`src/sv/rgbc_pkg.sv`:
```
package rgbc_pkg;

   localparam int unsigned ChanWidth  = 8;
   localparam int unsigned PixWidth   = 3 * ChanWidth;
   localparam int unsigned CoefWidth  = 16;
   localparam int unsigned RowRegWidth = 3 * CoefWidth;
   localparam int unsigned CsrDataWidth = 48;
   localparam int unsigned CsrIdxWidth  = 3;
   localparam int unsigned TapWidth   = CoefWidth + ChanWidth + 1;
   localparam int unsigned AccWidth   = TapWidth + 4;
   localparam int unsigned FracBits   = 10;

   localparam logic [CsrIdxWidth-1:0] RegCoefTop    = 3'd0;
   localparam logic [CsrIdxWidth-1:0] RegCoefMid    = 3'd1;
   localparam logic [CsrIdxWidth-1:0] RegCoefBottom = 3'd2;
   localparam logic [CsrIdxWidth-1:0] RegFrameWidth = 3'd3;
   localparam logic [CsrIdxWidth-1:0] RegFrameHeight = 3'd4;

   localparam logic CmdPixel = 1'b0;
   localparam logic CmdFlush = 1'b1;

   typedef logic [PixWidth-1:0] pix_type;

   // Per-item control handed from stage 1 through the window stage to the multiply-add.
   typedef struct packed {
      logic valid;
      logic frame_end;
      logic [8:0] use_tap;
   } ctl_type;

   // One filtered pixel.
   typedef struct packed {
      logic [ChanWidth-1:0] blue;
      logic [ChanWidth-1:0] green;
      logic [ChanWidth-1:0] red;
   } rgb_type;

   function automatic logic [ChanWidth-1:0] clamp_chan(input logic signed [AccWidth-1:0] acc);
      logic signed [AccWidth-1:0] q;
      begin
         q = acc >>> FracBits;
         if (acc < 0) begin
            clamp_chan = '0;
         end else if (q > 255) begin
            clamp_chan = 8'hff;
         end else begin
            clamp_chan = q[ChanWidth-1:0];
         end
      end
   endfunction

endpackage

```
`src/sv/rgbc_tap_cell.sv`:
```
// One window column cell: holds three pixels and passes them to its neighbor
// when the window advances.
module rgbc_tap_cell (
   input  logic clock,
   input  logic shift,
   input  rgbc_pkg::pix_type top_in,
   input  rgbc_pkg::pix_type mid_in,
   input  rgbc_pkg::pix_type bot_in,
   output rgbc_pkg::pix_type top_ff,
   output rgbc_pkg::pix_type mid_ff,
   output rgbc_pkg::pix_type bot_ff
);

   always_ff @(posedge clock) begin
      if (shift) begin
         top_ff <= top_in;
         mid_ff <= mid_in;
         bot_ff <= bot_in;
      end
   end

endmodule

```
`config.mk`:
```
export PLATFORM = sky130hd
export DESIGN_NAME = rgbc_tap_cell
export DESIGN_NICKNAME = d
export VERILOG_FILES = /design/src/sv/rgbc_pkg.sv /design/src/sv/rgbc_tap_cell.sv
export SDC_FILE = /design/constraint.sdc
export NUM_CORES = 1
export LEC_CHECK = 0
export BUFFER_PORTS_ARGS = -buffer_cell sky130_fd_sc_hd__buf_2
export CAP_MARGIN = 20
export CORE_MARGIN = 10
export CORE_UTILIZATION = 40
export DETAILED_ROUTE_END_ITERATION = 10
export PLACE_DENSITY = 0.75
export SYNTH_ARGS = -nofsm -noshare
export SYNTH_HDL_FRONTEND = slang
export SYNTH_SLANG_ARGS = --single-unit
```
`constraint.sdc`:
```
create_clock -name clock -period 0.8 [get_ports clock]
set_clock_uncertainty 0.2 [all_clocks]
set_input_delay 0.12 -clock clock [delete_from_list [all_inputs] [get_ports clock]]
set_output_delay 0.12 -clock clock [all_outputs]
set_load 0.01 [all_outputs]
```
==> results of run 1 <==
## what timing repair did
| action | 4_1_cts | 5_1_grt |
|---|---|---|
| hold endpoints to repair | 72 | 72 |
| setup endpoints to repair | 72 | 72 |
| resized for setup | 0 | 2 |
| buffers inserted | 0 | 0 |
## synthesized netlist by cell type (all sizes together)
master / number
edfxtp: 72
## power groups by stage
stage                     Combinational (mW)  Sequential [mW]  Clock [mW]
after global routing                   0.788             4.57        3.22
after detailed placement               0.739             4.63           0
after floorplan                            0             4.81           0
final                                  0.721             4.54        2.95
after CTS                              0.739             4.55        3.05
after global placement                 0.723             4.61           0
## flip-flops by register name (all words and copies together) (netlist names)
signal  flops
bot_ff     24
top_ff     24
mid_ff     24
## per-layer routing
layer / part of all wire, % / global-route usage [%] / routed length (microns)
met4: 1.8 / 6.68 / 93
met2: 58 / 22.3 / 3070
met3: 11 / 6.16 / 562
met1: 29 / 9.32 / 1540
met5: 0 / 0 / 0
## per-stage QoR
stage / utilization, % / hold WS (ps) / instances
finish: 62.6 / -238 / 305
CTS: 62.4 / -255 / 305
floorplan: - / 18.9 / 72
global route: 62.6 / -258 / 305
detailed placement: 58.3 / 98.1 / 289
global placement: 58.3 / 96.3 / 289
## final timing paths
kind                  startpoint    endpoint  slack, ps  cells past startpoint
worst max-delay path  bot_ff[21]  bot_ff[21]       -380                      1
worst min-delay path   top_in[7]   top_ff[7]       -240                      1
## logic make-up after synthesis
family / after synthesis / share of synthesized area (%)
DFF: 72 / 100
## layout make-up
cell class | count | area (sq um)
Sequential cell | 72 | 2160
Fill cell | 399 | 1930
Tap cell | 70 | 87.6
Clock inverter | 7 | 86.3
Clock buffer | 9 | 124
Timing Repair Buffer | 147 | 778
==> flow_summary.yaml, run 1 <==
yosys:
  synth.avg_cell_area_sq_um: 30.0
  synth_cells: 72
  synth.largest_area_cell: "edfxtp_1"
  synthesis.nets: 146
  yosys_warnings: 0
  syn-cell-area_sq_um: 2160
  synth_top_area_share_pct: 100
  ys_types: 1
  synthTopCellsByArea: "edfxtp_1 (100%)"
  synth_seq_cells: 72
  ys_seq_area_share_pct: 100
grt:
  grt_pass1_vias: 1493
  overflow: 0
  grt_max_degree: 42
  grt_usage_pct: 11.8
  grt_pass1_wl_microns: 7600
  antenna_found_initial: 0
finish:
  antenna_cells: 0
  layout_common_cells: "buf_2 (143), edfxtp_1 (72), clkbuf_8 (9)"
  multi_input_area_sq_um: 0
  layout_commonest_cell: "buf_2"
  area_delta_synth_final_pct: 49.8
  drive_gt1_share_pct: 68.9
  multi_input_gates: 0
  finalInstanceArea_sq_um: 3240
  nets: 304
min_path:
  hold_class: "in -> reg"
worst_setup_path:
  slowest_stage: "edfxtp_1"
  critical-path-top-delay-family: "flip-flops"
  slowest_delay_ps: 380
  crit_fanout: 1
  end_kind: "output port"
  crit_type: "reg -> out"
  crit_buf_inv: 1
  cp.arrival_ps: 860
  startpoint_type: "register"
  crit_chain: "buf_2"
  required_ps: 480
power:
  p_sw_mw: 1.67
  vdd_ir_drop_max_v: 0.00147
  p_leak_nw: 1.40
  clkPwrFrac_pct: 35.9
  p_seq_share_pct: 55.3
  power_mw: 8.21
  internal_power_mw: 6.54
  netSwitchingFraction_pct: 20.3
  p_comb_share_pct: 8.8
  powerDensity_nw_per_um2: 2540
sta:
  timing.fmax_mhz: 846
  fin_hold_ws_ps: -238
  slew_viol_final: 0
  timing.setup.tns_ps: -25150
  finalCriticalPeriod_ps: 1180
  period_share_pct: 148
  max_slew_margin_pct: 85.2
  rsz0062_at_grt: "true"
  hold_viol: 72
  worst_pin_slew_ps: 222
  fin_ws_ps: -382
  setup_violations: 72
cts:
  cts_tree: "yes"
  clk_pin_slew_ps: 70
  htree_levels: 3
  cts.sinks: 72
  cts_inserted_buffers: 9
  max-clock-path-buffers: 2
  root_buffer: "clkbuf_8"
placed_design:
  gp_congestion: 0.714
  io_buffers: 145
  pre_cts_slack_ps: -239
  placed_area_sq_um: 3020
floorplan:
  io_pins: 146
  die_w_microns: 93.5
  rows: 26
  fp.dieH_microns: 93.5
  initial_core_util_pct: 41.8
  core_area_sq_um: 5170
  die_area_sq_um: 8750
route:
  ant_nets: 0
  drc: 0
  first_pass_iters: 4
  first_iter_violations: 48
  avgRoutedWirePerCell_microns: 17.3
  viasPerCell: 4.17
  finalWirelength_microns: 5260
  vias: 1273
status:
  failed_checks: "hold timing, setup timing"
  status: "finished with violations"
flow_run:
  cap_violations: 0
No activity file was read; power rests on OpenSTA's default activity.
==> inputs of run 2 (changes only) <==
--- a/config.mk
+++ b/config.mk
@@ -8,9 +8,9 @@
 export BUFFER_PORTS_ARGS = -buffer_cell sky130_fd_sc_hd__buf_2
 export CAP_MARGIN = 20
 export CORE_MARGIN = 10
-export CORE_UTILIZATION = 40
+export CORE_UTILIZATION = 36
 export DETAILED_ROUTE_END_ITERATION = 10
-export PLACE_DENSITY = 0.75
+export PLACE_DENSITY = 0.69
 export SYNTH_ARGS = -nofsm -noshare
 export SYNTH_HDL_FRONTEND = slang
 export SYNTH_SLANG_ARGS = --single-unit
==> constraint.sdc (replaced) <==
create_clock -name clock -period 1.2 [get_ports clock]
set_clock_uncertainty 0.2 [all_clocks]
set_input_delay 0.18 -clock clock [delete_from_list [all_inputs] [get_ports clock]]
set_output_delay 0.18 -clock clock [all_outputs]
set_load 0.01 [all_outputs]
==> run 2 against run 1 <==
  * Worst hold slack better by 400 ps
  * Clock power fell by 41%
  * Wire length increased by 17%
  * Highest routed layer unchanged
  * Die area grew 8.7%
  * First-iteration DRC count down 4.2%
  * Utilization grew 4.5 points
  * Cell count up 26%
  * Combinational power down 5.8%
  * Non-clock buffer count increased by 73
  * The flow finishes with violations (setup timing)
  * Setup slack better by 320 ps
==> flow_summary.yaml, run 2 (same netlist as run 1, synthesis figures left out) <==
route:
  ant_nets: 0
  routed.top_layer: "met4"
  finalWirelength_microns: 6180
  first_iter_violations: 46
  wl_met2_microns: 3080
  vias: 1583
  first_pass_iters: 6
  drc: 0
  met1_length_microns: 2190
  viasPerCell: 4.13
  avgRoutedWirePerCell_microns: 16.1
  wl_met3_microns: 803
grt:
  grt_usage_pct: 12.9
  antenna_found_initial: 0
  overflow: 0
  grt_max_degree: 37
  grt_pass1_vias: 1802
  grt_pass1_wl_microns: 9590
power:
  powerDensity_nw_per_um2: 1380
  internal_power_mw: 4.31
  p_seq_share_pct: 55.6
  netSwitchingFraction_pct: 20.9
  clkPwrFrac_pct: 31.9
  p_comb_share_pct: 12.5
  vdd_ir_drop_max_v: 0.000867
  p_sw_mw: 1.14
  p_leak_nw: 1.70
floorplan:
  initial_core_util_pct: 36.7
  die_area_sq_um: 9510
  core_area_sq_um: 5890
  io_pins: 146
  die_w_microns: 97.5
  rows: 28
  fp.dieH_microns: 97.5
finish:
  top_regs: "bot_ff: 24 flops, mid_ff: 24 flops, top_ff: 24 flops"
  drive_gt1_share_pct: 51.6
  nets: 377
  multi_input_gates: 0
  layout_commonest_cell: "buf_2"
  antenna_cells: 0
  seq_area_sq_um: 2160
  fillers: 434
  layout_common_cells: "buf_2 (142), dlygate4sd3_1 (73), edfxtp_1 (72)"
  finalInstanceArea_sq_um: 3950
  multi_input_area_sq_um: 0
  area_delta_synth_final_pct: 82.7
placed_design:
  gp_congestion: 0.664
  io_buffers: 145
  placed_area_sq_um: 3020
sta:
  fin_ws_ps: -61.7
  hold_viol: 0
  max_slew_margin_pct: 87.3
  worst_pin_slew_ps: 190
  finalCriticalPeriod_ps: 1260
  timing.setup.tns_ps: -871
  setup_violations: 55
  period_share_pct: 105
  timing.fmax_mhz: 793
  rsz0062_at_grt: "true"
  slew_viol_final: 0
worst_setup_path:
  crit_chain: "buf_6"
  slowest_stage: "edfxtp_1"
  critical-path-top-delay-family: "flip-flops"
  startpoint_type: "register"
  required_ps: 820
  slowest_delay_ps: 410
  cp.arrival_ps: 880
  crit_fanout: 1
  crit_buf_inv: 1
  end_kind: "output port"
  crit_type: "reg -> out"
min_path:
  hold_end: "top_ff[11]"
  min_path_cells: 2
  min-delay-start: "shift"
  hold_class: "in -> reg"
cts:
  cts_tree: "yes"
  htree_levels: 3
  max-clock-path-buffers: 2
  root_buffer: "clkbuf_8"
  clk_pin_slew_ps: 70
  cts_inserted_buffers: 9
  post-cts-setup-buffers: 0
  cts.sinks: 72
flow_run:
  cap_violations: 0
status:
  failed_checks: "setup timing"
  status: "finished with violations"
==> run 2: repair_timing <==
action	in CTS	in global routing
hold buffers	73	0
setup endpoints to repair	72	72
endpoints found under the hold margin	74	0
gates resized for setup	0	5
==> run 2: power groups by stage <==
stage | logic [mW] | clock network (mW) | registers [mW]
floorplan | 0 | 0 | 3.21
global placement | 0.480 | 0 | 3.07
detailed placement | 0.490 | 0 | 3.08
CTS | 0.677 | 1.82 | 3.03
global route | 0.735 | 1.92 | 3.05
finish | 0.679 | 1.74 | 3.03
==> run 2: area by class of cell <==
class	instances	area share [%]
clock buffers	11	3.33
clock inverters	5	1.20
flip-flops and latches	72	54.7
well taps	75	2.38
repair buffers	220	38.4
==> run 2: how the worst max path moves through the flow <==
stage	endpoint	slack, ps	from	depth (start not counted)
after floorplan	bot_ff[0]	430	bot_ff[0]	0
after global placement	bot_ff[5]	100	shift	2
after detailed placement	bot_ff[5]	80	shift	2
after CTS	mid_ff[11]	-70	mid_ff[11]	1
after global routing	bot_ff[13]	-130	bot_ff[13]	1
final	bot_ff[13]	-60	bot_ff[13]	1
==> run 2: metrics by stage <==
stage / hold WS, ps / total power, mW / instances / worst slack, ps / util [%]
after floorplan: 78.9 / 3.21 / 72 / 426 / -
after global routing: 147 / 5.70 / 383 / -127 / 67.1
after CTS: 144 / 5.53 / 383 / -65.0 / 66.8
final: 165 / 5.45 / 383 / -61.7 / 67.1
after global placement: 156 / 3.55 / 294 / 105 / 51.3
after detailed placement: 158 / 3.57 / 294 / 79.4 / 51.3
==> run 2: per-layer routing <==
layer	track usage, %	up-vias
li1	-	755
met1	12.7	727
met2	21.2	90
met3	8.04	11
met4	5.82	0
met5	0	-
==> inputs of run 3 (changes only) <==
--- a/config.mk
+++ b/config.mk
@@ -7,7 +7,7 @@
 export LEC_CHECK = 0
 export BUFFER_PORTS_ARGS = -buffer_cell sky130_fd_sc_hd__buf_2
 export CAP_MARGIN = 20
-export CORE_MARGIN = 10
+export CORE_MARGIN = 4
 export CORE_UTILIZATION = 36
 export DETAILED_ROUTE_END_ITERATION = 10
 export PLACE_DENSITY = 0.69
==> run 3 against run 2 <==
  * The flow still finishes with violations (setup timing)
  * Clock-buffer cell count grew 1
  * Critical path depth unchanged
  * Global-route usage increased by 5.2 points
  * Highest routed layer unchanged
==> flow_summary.yaml, run 3 (same netlist as run 1, synthesis figures left out) <==
power:
  p_leak_nw: 1.68
  p_sw_mw: 1.14
  netSwitchingFraction_pct: 21.7
  p_seq_share_pct: 58.1
  power_mw: 5.22
  powerDensity_nw_per_um2: 1340
  internal_power_mw: 4.09
  p_comb_share_pct: 13.1
  vdd_ir_drop_max_v: 0.00120
  clkPwrFrac_pct: 28.8
route:
  drc: 0
  viasPerCell: 4.20
  avgRoutedWirePerCell_microns: 16.7
  finalWirelength_microns: 6290
  first_pass_iters: 4
  ant_nets: 0
  first_iter_violations: 54
  vias: 1588
worst_setup_path:
  end_kind: "output port"
  crit_fanout: 1
  slowest_stage: "edfxtp_1"
  crit_chain: "buf_2"
  crit_cells: 1
  critical-path-top-delay-family: "flip-flops"
  crit_buf_inv: 1
  startpoint_type: "register"
  cp.arrival_ps: 870
  crit_type: "reg -> out"
  required_ps: 820
  slowest_delay_ps: 390
cts:
  clk_pin_slew_ps: 70
  cts_inserted_buffers: 9
  root_buffer: "clkbuf_8"
  htree_levels: 3
  postCtsResizedCells: 0
  cts.sinks: 72
  cts_tree: "yes"
  max-clock-path-buffers: 2
finish:
  layout_commonest_cell: "buf_2"
  fillers: 404
  finalNonFillerCells: 378
  seq_area_sq_um: 2160
  multi_input_gates: 0
  nets: 377
  area_delta_synth_final_pct: 80.5
  multi_input_area_sq_um: 0
  top_regs: "bot_ff: 24 flops, mid_ff: 24 flops, top_ff: 24 flops"
  antenna_cells: 0
  layout_common_cells: "buf_2 (145), edfxtp_1 (72), dlygate4sd3_1 (72)"
  final_util_pct: 68.8
  drive_gt1_share_pct: 51.6
sta:
  fin_ws_ps: -49.7
  worst_pin_slew_ps: 153
  fin_hold_ws_ps: 152
  finalCriticalPeriod_ps: 1250
  rsz0062_at_grt: "true"
  slew_viol_final: 0
  period_share_pct: 104
  max_slew_margin_pct: 89.8
  timing.fmax_mhz: 800
  hold_viol: 0
  setup_violations: 62
flow_run:
  cap_violations: 0
grt:
  grt_pass1_wl_microns: 9660
  grt_busiest_layer: "met2"
  antenna_found_initial: 0
  grt_pass1_vias: 1801
  grt_usage_pct: 18.1
  grt.met3_usage_pct: 7.11
  overflow: 0
  use_met1_pct: 20.3
  use_met2_pct: 30.9
  grt_max_degree: 27
placed_design:
  io_buffers: 145
  gp_congestion: 0.742
  placed_cells: 292
floorplan:
  core_area_sq_um: 5680
  initial_core_util_pct: 38.1
  io_pins: 146
  die_w_microns: 85.5
  die_area_sq_um: 7310
  fp.dieH_microns: 85.5
  rows: 27
status:
  failed_checks: "setup timing"
  status: "finished with violations"
min_path:
  min_path_cells: 2
  hold_class: "in -> reg"
==> run 3: final cells by class <==
| cell class | count | share of cell area (%) |
|---|---|---|
| Timing Repair Buffer | 220 | 38.6 |
| Sequential cell | 72 | 55.4 |
| Tap cell | 72 | 2.31 |
| Clock inverter | 2 | 0.224 |
| Clock buffer | 12 | 3.46 |
==> run 3: path summary, 6_finish.rpt <==
path,start,end,slack (ps)
worst min-delay path,shift,bot_ff[20],150
worst max-delay path,bot_ff[10],bot_ff[10],-50
==> run 3: power groups by stage <==
| stage | registers (mW) | logic, mW | clock network [mW] |
|---|---|---|---|
| CTS | 3.03 | 0.685 | 1.54 |
| finish | 3.03 | 0.686 | 1.50 |
| detailed placement | 3.08 | 0.502 | 0 |
| global route | 3.05 | 0.737 | 1.67 |
| global placement | 3.08 | 0.496 | 0 |
| floorplan | 3.21 | 0 | 0 |
==> run 3: routing by layer <==
layer,up-vias,wire (microns)
li1,757,-
met1,726,2390
met2,94,3180
met3,11,619
met4,0,114
met5,-,0
==> run 3: what timing repair did <==
item,in CTS,in global routing
setup endpoints to repair,72,72
hold endpoints to repair,72,0
hold buffers,72,0
cloned,0,0
setup buffers,0,0
==> run 3: metrics by stage <==
stage	worst slack (ps)	setup TNS (ps)	area [sq um]
3_3_place_gp	137	0	3040
2_1_floorplan	426	0	2160
6_report	-49.7	-1120	3900
3_5_place_dp	119	0	3040
4_1_cts	-63.6	-2240	3900
5_1_grt	-88.4	-4420	3900
